File: config.mk
export PLATFORM = sky130hd
export DESIGN_NAME = circular_list_engine_core
export DESIGN_NICKNAME = d
export VERILOG_FILES = /design/src/rtl/cle_pkg.sv /design/src/rtl/cle_node_store.sv /design/src/rtl/cle_free_stack.sv /design/src/rtl/cle_seq.sv /design/src/rtl/circular_list_engine_core.sv
export SDC_FILE = /design/constraint.sdc
export NUM_CORES = 2
export LEC_CHECK = 0
export ABC_AREA = 1
export ABC_CLOCK_PERIOD_IN_PS = 6500
export BUFFER_PORTS_ARGS = -buffer_cell sky130_fd_sc_hd__buf_2
export CORE_ASPECT_RATIO = 1.75
export CORE_MARGIN = 2
export CORE_UTILIZATION = 60
export CTS_CLUSTER_SIZE = 8
export DETAILED_ROUTE_END_ITERATION = 10
export GPL_ROUTABILITY_DRIVEN = 0
export HOLD_SLACK_MARGIN = 0.02
export MAX_ROUTING_LAYER = met4
export PLACE_DENSITY = 0.76
export SLEW_MARGIN = 10
export SYNTH_ARGS = -nofsm -noshare
export SYNTH_HDL_FRONTEND = slang
export SYNTH_SLANG_ARGS = --single-unit
File: constraint.sdc
create_clock -name clk -period 6.5 [get_ports clk]
set_input_delay 0.65 -clock clk [delete_from_list [all_inputs] [get_ports clk]]
set_output_delay 0.65 -clock clk [all_outputs]
set_load 0.01 [all_outputs]
File: src/rtl/cle_pkg.sv
package cle_pkg;

	localparam int CLE_CAPACITY   = 32;
	localparam int CLE_DATA_WIDTH = 32;
	localparam int CLE_KEY_WIDTH  = 32;
	localparam int CLE_CMD_WIDTH  = 2;
	localparam int CLE_ST_WIDTH   = 2;
	localparam int CLE_CNT_WIDTH  = 6;

	typedef enum logic [CLE_CMD_WIDTH-1:0] {
		CMD_APPEND  = 2'd0,
		CMD_PREPEND = 2'd1,
		CMD_BEFORE  = 2'd2,
		CMD_DELETE  = 2'd3
	} cmd_t;

	typedef enum logic [CLE_ST_WIDTH-1:0] {
		ST_DONE = 2'd0,
		ST_MISS = 2'd1,
		ST_FULL = 2'd2
	} status_t;

	typedef enum logic [2:0] {
		S_IDLE,
		S_HEAD,
		S_WALK,
		S_ALLOC,
		S_LINK,
		S_JOIN,
		S_UNLINK,
		S_RESP
	} seq_state_t;

	// node store access enables
	typedef struct packed {
		logic rd;
		logic val_we;
		logic nxt_we;
	} node_cmd_t;

endpackage

File: src/rtl/cle_node_store.sv
module cle_node_store #(
	parameter int CAPACITY   = cle_pkg::CLE_CAPACITY,
	parameter int DATA_WIDTH = cle_pkg::CLE_DATA_WIDTH,
	parameter int IW         = $clog2(CAPACITY)
) (
	input  logic                  clk,
	input  cle_pkg::node_cmd_t    cmd,
	input  logic [IW-1:0]         rd_addr,
	input  logic [IW-1:0]         wr_addr,
	input  logic [DATA_WIDTH-1:0] wr_value,
	input  logic [IW-1:0]         wr_next,
	output logic [DATA_WIDTH-1:0] rd_value,
	output logic [IW-1:0]         rd_next
);
	import cle_pkg::*;

	logic [DATA_WIDTH-1:0] value_mem [CAPACITY];
	logic [IW-1:0]         next_mem  [CAPACITY];

	always_ff @(posedge clk) begin
		if (cmd.val_we) begin
			value_mem[wr_addr] <= wr_value;
		end
		if (cmd.rd) begin
			rd_value <= value_mem[rd_addr];
		end
	end

	always_ff @(posedge clk) begin
		if (cmd.nxt_we) begin
			next_mem[wr_addr] <= wr_next;
		end
		if (cmd.rd) begin
			rd_next <= next_mem[rd_addr];
		end
	end

endmodule

File: src/rtl/cle_free_stack.sv
module cle_free_stack #(
	parameter int CAPACITY = cle_pkg::CLE_CAPACITY,
	parameter int IW       = $clog2(CAPACITY),
	parameter int SW       = $clog2(CAPACITY + 1)
) (
	input  logic          clk,
	input  logic          arst_n,
	input  logic [SW-1:0] size_in,
	input  logic          rd_en,
	input  logic          pop,
	input  logic          push,
	input  logic [IW-1:0] push_addr,
	input  logic [IW-1:0] push_data,
	output logic [IW-1:0] idx
);
	import cle_pkg::*;

	logic [IW-1:0] stk_mem [CAPACITY];
	logic [IW-1:0] rd_q;
	logic [SW-1:0] hw_q;

	// entries at or above the high-water mark were never pushed: index equals position
	always_ff @(posedge clk) begin
		if (push) begin
			stk_mem[push_addr] <= push_data;
		end
		if (rd_en) begin
			rd_q <= stk_mem[IW'(size_in)];
		end
	end

	always_ff @(posedge clk or negedge arst_n) begin
		if (!arst_n) begin
			hw_q <= '0;
		end else if (pop && (size_in == hw_q)) begin
			hw_q <= hw_q + SW'(1);
		end
	end

	assign idx = (size_in < hw_q) ? rd_q : IW'(size_in);

	a_size_bound: assert property (@(posedge clk) disable iff (!arst_n)
		size_in <= hw_q)
		else $error("list size above free-stack high-water mark");

	a_push_written: assert property (@(posedge clk) disable iff (!arst_n)
		push |-> (SW'(push_addr) < hw_q))
		else $error("push above high-water mark");

	a_read_then_pop: assert property (@(posedge clk) disable iff (!arst_n)
		rd_en |=> pop)
		else $error("free-stack read not followed by allocation");

endmodule

File: src/rtl/cle_seq.sv
module cle_seq #(
	parameter int CAPACITY   = cle_pkg::CLE_CAPACITY,
	parameter int DATA_WIDTH = cle_pkg::CLE_DATA_WIDTH,
	parameter int IW         = $clog2(CAPACITY),
	parameter int SW         = $clog2(CAPACITY + 1)
) (
	input  logic                                   clk,
	input  logic                                   arst_n,
	input  logic                                   in_valid,
	output logic                                   in_stall,
	input  logic [cle_pkg::CLE_CMD_WIDTH-1:0]      command,
	input  logic signed [cle_pkg::CLE_KEY_WIDTH-1:0] key,
	input  logic signed [cle_pkg::CLE_KEY_WIDTH-1:0] value,
	output logic                                   out_valid,
	input  logic                                   out_stall,
	output logic [cle_pkg::CLE_ST_WIDTH-1:0]       status,
	output logic [cle_pkg::CLE_CNT_WIDTH-1:0]      element_count,
	output cle_pkg::node_cmd_t                     nd_cmd,
	output logic [IW-1:0]                          nd_rd_addr,
	output logic [IW-1:0]                          nd_wr_addr,
	output logic [DATA_WIDTH-1:0]                  nd_wr_value,
	output logic [IW-1:0]                          nd_wr_next,
	input  logic [DATA_WIDTH-1:0]                  nd_rd_value,
	input  logic [IW-1:0]                          nd_rd_next,
	output logic [SW-1:0]                          fs_size,
	output logic                                   fs_rd,
	output logic                                   fs_pop,
	output logic                                   fs_push,
	output logic [IW-1:0]                          fs_push_addr,
	output logic [IW-1:0]                          fs_push_data,
	input  logic [IW-1:0]                          fs_idx
);
	import cle_pkg::*;

	seq_state_t state_q, state_d;

	cmd_t                  cmd_q;
	logic [DATA_WIDTH-1:0] key_q, val_q;
	logic [SW-1:0]         size_q, cnt_q;
	logic [IW-1:0]         tail_q, cur_q, prv_q, hit_q, hnx_q, idx_q;
	logic                  first_q;
	status_t               st_q;
	logic                  out_valid_q;
	status_t               status_q;
	logic [CLE_CNT_WIDTH-1:0] count_q;

	logic signed [63:0]    key_x, val_x;
	cmd_t                  cmd_in;
	logic                  accept, full, empty, insert_end, match, last;

	assign key_x      = 64'(key);
	assign val_x      = 64'(value);
	assign cmd_in     = cmd_t'(command);
	assign accept     = in_valid && !in_stall;
	assign full       = (size_q == SW'(CAPACITY));
	assign empty      = (size_q == '0);
	assign insert_end = (cmd_q == CMD_APPEND) || (cmd_q == CMD_PREPEND);
	assign match      = !first_q && (nd_rd_value == key_q);
	assign last       = (cnt_q + SW'(1)) == size_q;

	always_ff @(posedge clk or negedge arst_n) begin
		if (!arst_n) begin
			state_q <= S_IDLE;
		end else begin
			state_q <= state_d;
		end
	end

	always_comb begin
		state_d      = state_q;
		in_stall     = (state_q != S_IDLE);
		nd_cmd       = '0;
		nd_rd_addr   = tail_q;
		nd_wr_addr   = prv_q;
		nd_wr_value  = val_q;
		nd_wr_next   = hnx_q;
		fs_rd        = 1'b0;
		fs_pop       = 1'b0;
		fs_push      = 1'b0;
		case (state_q)
			S_IDLE: begin
				if (in_valid) begin
					if ((cmd_in == CMD_APPEND) || (cmd_in == CMD_PREPEND)) begin
						state_d = full ? S_RESP : (empty ? S_ALLOC : S_HEAD);
					end else begin
						state_d = empty ? S_RESP : S_HEAD;
					end
				end
			end
			S_HEAD: begin
				nd_cmd.rd  = 1'b1;
				nd_rd_addr = tail_q;
				state_d    = insert_end ? S_ALLOC : S_WALK;
			end
			S_WALK: begin
				nd_cmd.rd  = 1'b1;
				nd_rd_addr = nd_rd_next;
				if (match) begin
					if (cmd_q == CMD_DELETE) begin
						state_d = S_UNLINK;
					end else begin
						state_d = full ? S_RESP : S_ALLOC;
					end
				end else if (!first_q && last) begin
					state_d = S_RESP;
				end
			end
			S_ALLOC: begin
				fs_rd   = 1'b1;
				state_d = S_LINK;
			end
			S_LINK: begin
				nd_cmd.val_we = 1'b1;
				nd_cmd.nxt_we = 1'b1;
				nd_wr_addr    = fs_idx;
				nd_wr_next    = empty ? fs_idx : hit_q;
				fs_pop        = 1'b1;
				state_d       = S_JOIN;
			end
			S_JOIN: begin
				nd_cmd.nxt_we = !empty;
				nd_wr_addr    = prv_q;
				nd_wr_next    = idx_q;
				state_d       = S_RESP;
			end
			S_UNLINK: begin
				nd_cmd.nxt_we = (size_q != SW'(1));
				nd_wr_addr    = prv_q;
				nd_wr_next    = hnx_q;
				fs_push       = 1'b1;
				state_d       = S_RESP;
			end
			S_RESP: begin
				if (!out_valid_q || !out_stall) begin
					state_d = S_IDLE;
				end
			end
			default: begin
				state_d = S_IDLE;
			end
		endcase
	end

	assign fs_size      = size_q;
	assign fs_push_addr = IW'(size_q - SW'(1));
	assign fs_push_data = hit_q;

	always_ff @(posedge clk or negedge arst_n) begin
		if (!arst_n) begin
			size_q      <= '0;
			tail_q      <= '0;
			out_valid_q <= 1'b0;
		end else begin
			if (state_q == S_JOIN) begin
				size_q <= size_q + SW'(1);
				if (empty || (cmd_q == CMD_APPEND)) begin
					tail_q <= idx_q;
				end
			end
			if (state_q == S_UNLINK) begin
				size_q <= size_q - SW'(1);
				if (size_q == SW'(1)) begin
					tail_q <= '0;
				end else if (hit_q == tail_q) begin
					tail_q <= prv_q;
				end
			end
			if ((state_q == S_RESP) && (!out_valid_q || !out_stall)) begin
				out_valid_q <= 1'b1;
			end else if (!out_stall) begin
				out_valid_q <= 1'b0;
			end
		end
	end

	always_ff @(posedge clk) begin
		case (state_q)
			S_IDLE: begin
				if (accept) begin
					cmd_q <= cmd_in;
					key_q <= key_x[DATA_WIDTH-1:0];
					val_q <= val_x[DATA_WIDTH-1:0];
					st_q  <= ((cmd_in == CMD_APPEND) || (cmd_in == CMD_PREPEND)) ?
						ST_FULL : ST_MISS;
				end
			end
			S_HEAD: begin
				cur_q   <= tail_q;
				first_q <= 1'b1;
				cnt_q   <= '0;
			end
			S_WALK: begin
				if (match) begin
					hit_q <= cur_q;
					hnx_q <= nd_rd_next;
					st_q  <= ST_FULL;
				end else begin
					prv_q   <= cur_q;
					cur_q   <= nd_rd_next;
					first_q <= 1'b0;
					st_q    <= ST_MISS;
					if (!first_q) begin
						cnt_q <= cnt_q + SW'(1);
					end
				end
			end
			S_ALLOC: begin
				if (insert_end) begin
					prv_q <= tail_q;
					hit_q <= nd_rd_next;
				end
			end
			S_LINK: begin
				idx_q <= fs_idx;
			end
			S_JOIN, S_UNLINK: begin
				st_q <= ST_DONE;
			end
			S_RESP: begin
				if (!out_valid_q || !out_stall) begin
					status_q <= st_q;
					count_q  <= CLE_CNT_WIDTH'(size_q);
				end
			end
			default: begin
			end
		endcase
	end

	assign out_valid     = out_valid_q;
	assign status        = status_q;
	assign element_count = count_q;

	a_size_bound: assert property (@(posedge clk) disable iff (!arst_n)
		size_q <= SW'(CAPACITY))
		else $error("list size above capacity");

	a_result_from_resp: assert property (@(posedge clk) disable iff (!arst_n)
		$rose(out_valid_q) |-> $past(state_q == S_RESP))
		else $error("result raised outside response state");

	a_link_has_room: assert property (@(posedge clk) disable iff (!arst_n)
		(state_q == S_LINK) |-> !full)
		else $error("node linked into a full store");

endmodule

File: src/rtl/circular_list_engine_core.sv
// Append and insert head read the head, then allocate, link and join before the response;
// on an empty list they skip the head read. Insert-before and delete read the head, walk
// comparing k nodes (1..list size) to a match or the list end, then allocate, link and
// join, or unlink. A miss, a full store on an insert, or an empty list on insert-before or
// delete goes straight to the response. The walk reads one entry per cycle; one item at a time.
// Reset: asynchronous, list empty with every node free; node memories undefined until written.
module circular_list_engine_core #(
	parameter int CAPACITY   = cle_pkg::CLE_CAPACITY,
	parameter int DATA_WIDTH = cle_pkg::CLE_DATA_WIDTH
) (
	input  logic                                     clk,
	input  logic                                     arst_n,
	input  logic                                     in_valid,
	output logic                                     in_stall,
	input  logic [cle_pkg::CLE_CMD_WIDTH-1:0]        command,
	input  logic signed [cle_pkg::CLE_KEY_WIDTH-1:0] key,
	input  logic signed [cle_pkg::CLE_KEY_WIDTH-1:0] value,
	output logic                                     out_valid,
	input  logic                                     out_stall,
	output logic [cle_pkg::CLE_ST_WIDTH-1:0]         status,
	output logic [cle_pkg::CLE_CNT_WIDTH-1:0]        element_count
);
	import cle_pkg::*;

	localparam int IW = $clog2(CAPACITY);
	localparam int SW = $clog2(CAPACITY + 1);

	node_cmd_t             nd_cmd;
	logic [IW-1:0]         nd_rd_addr, nd_wr_addr, nd_wr_next, nd_rd_next;
	logic [DATA_WIDTH-1:0] nd_wr_value, nd_rd_value;
	logic [SW-1:0]         fs_size;
	logic                  fs_rd, fs_pop, fs_push;
	logic [IW-1:0]         fs_push_addr, fs_push_data, fs_idx;

	cle_node_store #(
		.CAPACITY   (CAPACITY),
		.DATA_WIDTH (DATA_WIDTH),
		.IW         (IW)
	) u_nodes (
		.clk      (clk),
		.cmd      (nd_cmd),
		.rd_addr  (nd_rd_addr),
		.wr_addr  (nd_wr_addr),
		.wr_value (nd_wr_value),
		.wr_next  (nd_wr_next),
		.rd_value (nd_rd_value),
		.rd_next  (nd_rd_next)
	);

	cle_free_stack #(
		.CAPACITY (CAPACITY),
		.IW       (IW),
		.SW       (SW)
	) u_free (
		.clk       (clk),
		.arst_n    (arst_n),
		.size_in   (fs_size),
		.rd_en     (fs_rd),
		.pop       (fs_pop),
		.push      (fs_push),
		.push_addr (fs_push_addr),
		.push_data (fs_push_data),
		.idx       (fs_idx)
	);

	cle_seq #(
		.CAPACITY   (CAPACITY),
		.DATA_WIDTH (DATA_WIDTH),
		.IW         (IW),
		.SW         (SW)
	) u_seq (
		.clk           (clk),
		.arst_n        (arst_n),
		.in_valid      (in_valid),
		.in_stall      (in_stall),
		.command       (command),
		.key           (key),
		.value         (value),
		.out_valid     (out_valid),
		.out_stall     (out_stall),
		.status        (status),
		.element_count (element_count),
		.nd_cmd        (nd_cmd),
		.nd_rd_addr    (nd_rd_addr),
		.nd_wr_addr    (nd_wr_addr),
		.nd_wr_value   (nd_wr_value),
		.nd_wr_next    (nd_wr_next),
		.nd_rd_value   (nd_rd_value),
		.nd_rd_next    (nd_rd_next),
		.fs_size       (fs_size),
		.fs_rd         (fs_rd),
		.fs_pop        (fs_pop),
		.fs_push       (fs_push),
		.fs_push_addr  (fs_push_addr),
		.fs_push_data  (fs_push_data),
		.fs_idx        (fs_idx)
	);

endmodule
# Yosys cells after proc, flatten, opt, wreduce, memory -nomap -nowiden
# Memories as Yosys holds them, arrays and structs flattened. A register that Yosys moved wholly into a read port is not among the register bits.
# Index checks and enable logic that the tools add are counted.
# word_totals
ff_bits	129
ram_bits	1344
inputBits	70
out_inout_bits	10
elab_cells	140
memories	3
# classes
addsub	4
order_cmp	1
n_eq_ne	26
mux	54
n_reduce_logical	34
# memory_table
name	words	word_bits	rd	rd_ports_with_merged_regs	write_ports	line	source
u_nodes.value_mem	32	32	1	1	1	cle_node_store.sv:17	logic [DATA_WIDTH-1:0] value_mem [CAPACITY];
u_free.stk_mem	32	5	1	1	1	cle_free_stack.sv:18	logic [IW-1:0] stk_mem [CAPACITY];
u_nodes.next_mem	32	5	1	1	1	cle_node_store.sv:18	logic [IW-1:0] next_mem [CAPACITY];
# ops
cell	n
2-to-1 mux 5 bit	14
case mux 5 bit (2 select lines)	4
equality test 32 bit	1
2-to-1 mux 3 bit	9
2-to-1 mux 6 bit	4
case mux 3 bit (7 select lines)	1
adder 6 x 1 -> 6 bit (second input constant)	3
2-to-1 mux 1 bit	14
equality test 3 bit (second input constant)	4
equality test 6 bit	2
case mux 6 bit (2 select lines)	1
AND reduction 3 bit	4
!= test 2 x 1 -> 1 bit (second input constant)	5
AND reduction 2 bit	5
2-to-1 mux 2 bit	4
equality test 3 x 2 -> 1 bit (second input constant)	2
equality test 6 x 1 -> 1 bit (second input constant)	1
equality test 6 bit (second input constant)	1
zero test 6 bit	1
less-than comparator 6 bit	1
!= test 2 bit (second input constant)	3
!= test 6 x 1 -> 1 bit (second input constant)	1
case mux 2 bit (3 select lines)	1
nonzero test 2 bit	3
15 further kinds	30

# Depth between registers and ports, before layout
# logic_depth
word_depth	7
depth_mapped	16
depth_no_buf	15

# Hierarchy
# From an unflattened synthesis, not the netlist that was laid out.
# hier_totals
hier_cells	5368
hier_area_um2	62697.6
# modules_own_cells
mod	instances	cells_per_inst	area_each_um2	seq_area_each_um2
cle_node_store	1	4144	49601.3	36665.2
cle_free_stack	1	653	7318.3	5104.9
cle_seq	1	571	5778.0	3618.5

# Worst setup path before layout
# Ideal clock, no wire load.
# synth_path
path_type	flip-flop to flip-flop
start	register u_seq.size_q[0], in the netlist u_seq.fs_size[0]
end	memory u_nodes.value_mem[11][0] (netlist bit), enable pin
setup_time_ns	0.461
t_arrival_ns	4.499
required_time_ns	6.039
path_slack_ns	1.540
path_stages_with_launch	13
n_path_buf	2
synth_period_minus_slack_ns	4.960
path_cell_list	dfrtp_1 -> inv_2 -> clkbuf_1 -> ha_1 -> nor2_1 -> o21ai_1 -> nand3_1 -> o21ai_1 -> nand2_1 -> nand2_1 -> nand2_1 -> clkbuf_1 -> nor3_1
# synth_via
elab_chain_len	3
# synth_lines
element	line	source
start: declaration	cle_seq.sv:39	logic [SW-1:0] size_q, cnt_q;
start signal: assignment	cle_seq.sv:155	size_q <= size_q + SW'(1);
start signal: assignment	cle_seq.sv:161	size_q <= size_q - SW'(1);
less-than comparator 6 bit	cle_free_stack.sv:40	assign idx = (size_in < hw_q) ? rd_q : IW'(size_in);
2-to-1 mux 5 bit *	cle_free_stack.sv:40	
via fs_idx[0]	circular_list_engine_core.sv:33	logic [IW-1:0] fs_push_addr, fs_push_data, fs_idx;
2-to-1 mux 5 bit *	cle_seq.sv:80	case (state_q)
end: declaration	cle_node_store.sv:17	
# Mark *: on every way through the listed nets, which the timed path passes. The rest lies on a longest branch.

# Worst setup path in the final report
# layout_path
start	register u_seq.size_q[2], in the netlist u_seq.fs_size[2]
end	memory u_nodes.value_mem[9][18] (netlist bit), enable pin
# layout_via
elab_chain_len	3
# layout_lines
element	line
less-than comparator 6 bit	cle_free_stack.sv:40
2-to-1 mux 5 bit	cle_free_stack.sv:40
via fs_idx[4]	circular_list_engine_core.sv:33
2-to-1 mux 5 bit	cle_seq.sv:80
# The timed path passes the listed nets, and every way through them passes these cells.

==> run metrics <==
grt ovf=0; # clock sinks=between 1,500 and 2,000; die height=436 um; drt via density=between 5 and 6; slowest cell on the critical path=nor3_2; TritonCTS clock tree=done; slew margin rel.=around 16%; first-pass GRT wire length=247,000 um; layout cell share with drive strength beyond 1=7.48%; sequential-to-total area share from yosys stat=a little under three quarters; Critical Path Max Stage Delay=about 0.9 ns; ys async rst share=between 1 and 1.5%; critical path startpoint category=flip-flop; Worst setup EP type=flip-flop; Post-synth top cells=nand2_1 (2,101), edfxtp_1 (1,494), nand3_1 (710); CP Data Required Time=roughly 7 ns; fin worst setup slack=about 2.2 ns; Residual DRC=0; clock skew=roughly 0.035 ns; die width=251 um; min cycle time layout=4.28 ns; largest area contributor in the netlist=edfxtp_1; total I/O pin count=80; clock buffer depth=3; Final Max Tran Viols=0; Post-synth EDFFs=approximately 1,500; Syn Inst Count=between 5,000 and 6,000; Ys Warns=0; ANT nets after route=0; peak supply drop=a little over 0.9 mV; Clk Latency, worst-skew pair=0.83 ns; clk root buf=clkbuf_16; Post-CTS Resized=0; Slew @ Worst Pin=between 1 and 1.5 ns; Total Routed Length=between 150,000 and 200,000 um; largest net degree at the start of global routing=between 150 and 200; antenna violations before repair=1; Synth Cell Area=about 64,000 um^2; ranking of synthesized cells by area=edfxtp_1 (70%), nand2_1 (12%), nand3_1 (5.6%), inv_1 (3.6%), buf_2 (1.4%); # rows=roughly 160; Power Dens Cells=~500 nW/um^2; Routed met3 length=13,900 um; core region area=around 110,000 um^2; Synth cell types=36; metal2 WL=85,200 um; fillers=about 7,100; critical path, cell by cell=ha_1 -> nand2_1 -> nor2_1 -> o21ai_1 -> nand3_1 -> nand2_1 -> nand2_1 -> o21ai_0 -> nand3_1 -> nor3_2 -> buf_12; routed vias=~44,000; Final Hold Viols=0; most common cell in the netlist=nand2_1; Syn Area/Cell=between 10 and 15 um^2; most used cell, CP=nand2_1; Area Overhead vs Synth=12.2%; DRT iter0 DRCs=roughly 4,900; syn nets=~6,000; critical path arrival=around 4.8 ns; wire length per cell=between 20 and 25 um; Top Metal Used=met4; Place WS=~2.4 ns; CTS Buf Count=around 210; Leakage Power=~28 nW; Yosys top cell area share=a little over two thirds; # port buffers=79; postcts setup bufs=0; metal1 wirelength=54,200 um; hpwl dp=approximately 92,000 um; ys flop type=edfxtp_1; number of synthesized register bits=between 1,500 and 2,000; setup_tns=0 ns; H-tree depth=4; CP Class=flip-flop to flip-flop; outcome=complete, no violations; final setup fails=0; vias in the first global route=approximately 44,000; Max Fclk=233 MHz; Max Fanout on Critical Path=23; initial core utilization=about three fifths; Post-layout nets=approximately 6,100; period utilization=about two thirds; CTS clock-pin slew for the worst setup and hold paths=roughly 0.05 ns; total of max-cap violations=0; class of the tightest hold or removal check=input port to flip-flop; RSZ-0062 raised after global routing=no; Initial DRT Pass Iterations=6; die footprint=approximately 110,000 um^2; Total GRT Usage=a little under a third
## layout by cell type (no fill, tap or decap), types with 39 or more instances in the layout
| cell type | count |
|---|---|
| nand2_1 | 2099 |
| nor2_1 | 176 |
| nand3_1 | 708 |
| dlygate4sd3_1 | 60 |
| buf_4 | 79 |
| o211ai_1 | 80 |
| inv_1 | 612 |
| clkbuf_16 | 211 |
| buf_2 | 79 |
| nor3_1 | 39 |
| edfxtp_1 | 1494 |
| o21ai_0 | 116 |
## logic make-up after synthesis
kind of cell | Yosys count | share of synthesized area (%)
AND/OR/NAND/NOR | 3076 | 19.7
flip-flops | 1515 | 71.0
buffers and inverters | 918 | 6.06
AO/OA/AOI/OAI | 279 | 2.67
XOR/XNOR | 25 | 0.342
adder cells (fa/ha/maj) | 14 | 0.274
## final timing paths
path | start | end | slack (ns) | cells past startpoint
setup / recovery | u_seq.fs_size[2]$_DFFE_PN0P_ | u_nodes.value_mem[9][18]$_DFFE_PP_ | 2.22 | 11
hold / removal | value[15] | u_seq.nd_wr_value[15]$_DFFE_PP_ | 0.07 | 1
setup reg to reg | u_seq.fs_size[2]$_DFFE_PN0P_ | u_nodes.value_mem[9][18]$_DFFE_PP_ | 2.22 | 11
hold reg to reg | u_seq.st_q[0]$_DFFE_PP_ | u_seq.status[0]$_DFFE_PP_ | 0.50 | 0
max in group asynchronous | arst_n | u_seq.fs_size[0]$_DFFE_PN0P_ | 5.70 | 2
min in group asynchronous | arst_n | u_seq.fs_size[1]$_DFFE_PN0P_ | 0.37 | 2
## area by class of cell
| class | instances | area [um^2] | area share, % |
|---|---|---|---|
| flip-flops and latches | 1515 | 45400 | 63.3 |
| multi-input cells | 3394 | 14900 | 20.8 |
| clock buffers | 244 | 5400 | 7.54 |
| inverters | 621 | 2350 | 3.27 |
| repair buffers | 228 | 1790 | 2.50 |
| well taps | 1360 | 1700 | 2.37 |
| clock inverters | 11 | 165 | 0.230 |
| diodes | 1 | 2.50 | 0.00349 |
## metal layers
layer  global-route usage, %  vias up
li1                        -    19700
met3                    4.77      673
met2                    53.6     2545
met5                       -        -
met1                    33.6    20700
met4                    20.4        0
## per-stage QoR
stage	instance area (um^2)	util (%)	power [mW]	hold WS, ns	cells
finish	71700	67.8	35.6	0.0671	7374
global route	71700	67.8	37.3	0.0445	7374
CTS	71700	67.8	35.5	0.0209	7373
detailed placement	65500	62.0	25.9	0.476	7058
global placement	65500	62.0	25.6	0.466	7058
floorplan	63900	-	21.8	0.354	5827
## registers in the layout (all words and copies together) (netlist names), 6 cells and up
name and count:
u_nodes.rd_value 32, u_free.stk_mem 160, u_free.hw_q 6, u_nodes.value_mem 1024
u_nodes.next_mem 160, u_seq.nd_wr_value 32, u_seq.fs_size 6, u_seq.element_count 6
u_seq.cnt_q 6, u_seq.key_q 32
## where the power goes
group | total (mW) | switching, mW | internal, mW
clock network | 9.54 | 3.82 | 5.72
registers | 12.5 | 0.486 | 12.0
logic | 13.6 | 10.1 | 3.44
total | 35.6 | 14.4 | 21.2
## timing repair
| item | CTS | global route |
|---|---|---|
| endpoints found under the setup margin | 0 | 0 |
| endpoints found under the hold margin | 80 | 0 |
| hold buffers | 60 | 0 |
## worst max-delay path: cells and delay by family (launching register included)
kind,cells,cell delay (ns)
compound gates,2,0.63
flops,1,0.62
buf+inv,1,0.30
fa+ha+maj,1,0.31
simple gates,7,2.05
Power figures use the tool's default switching activity.
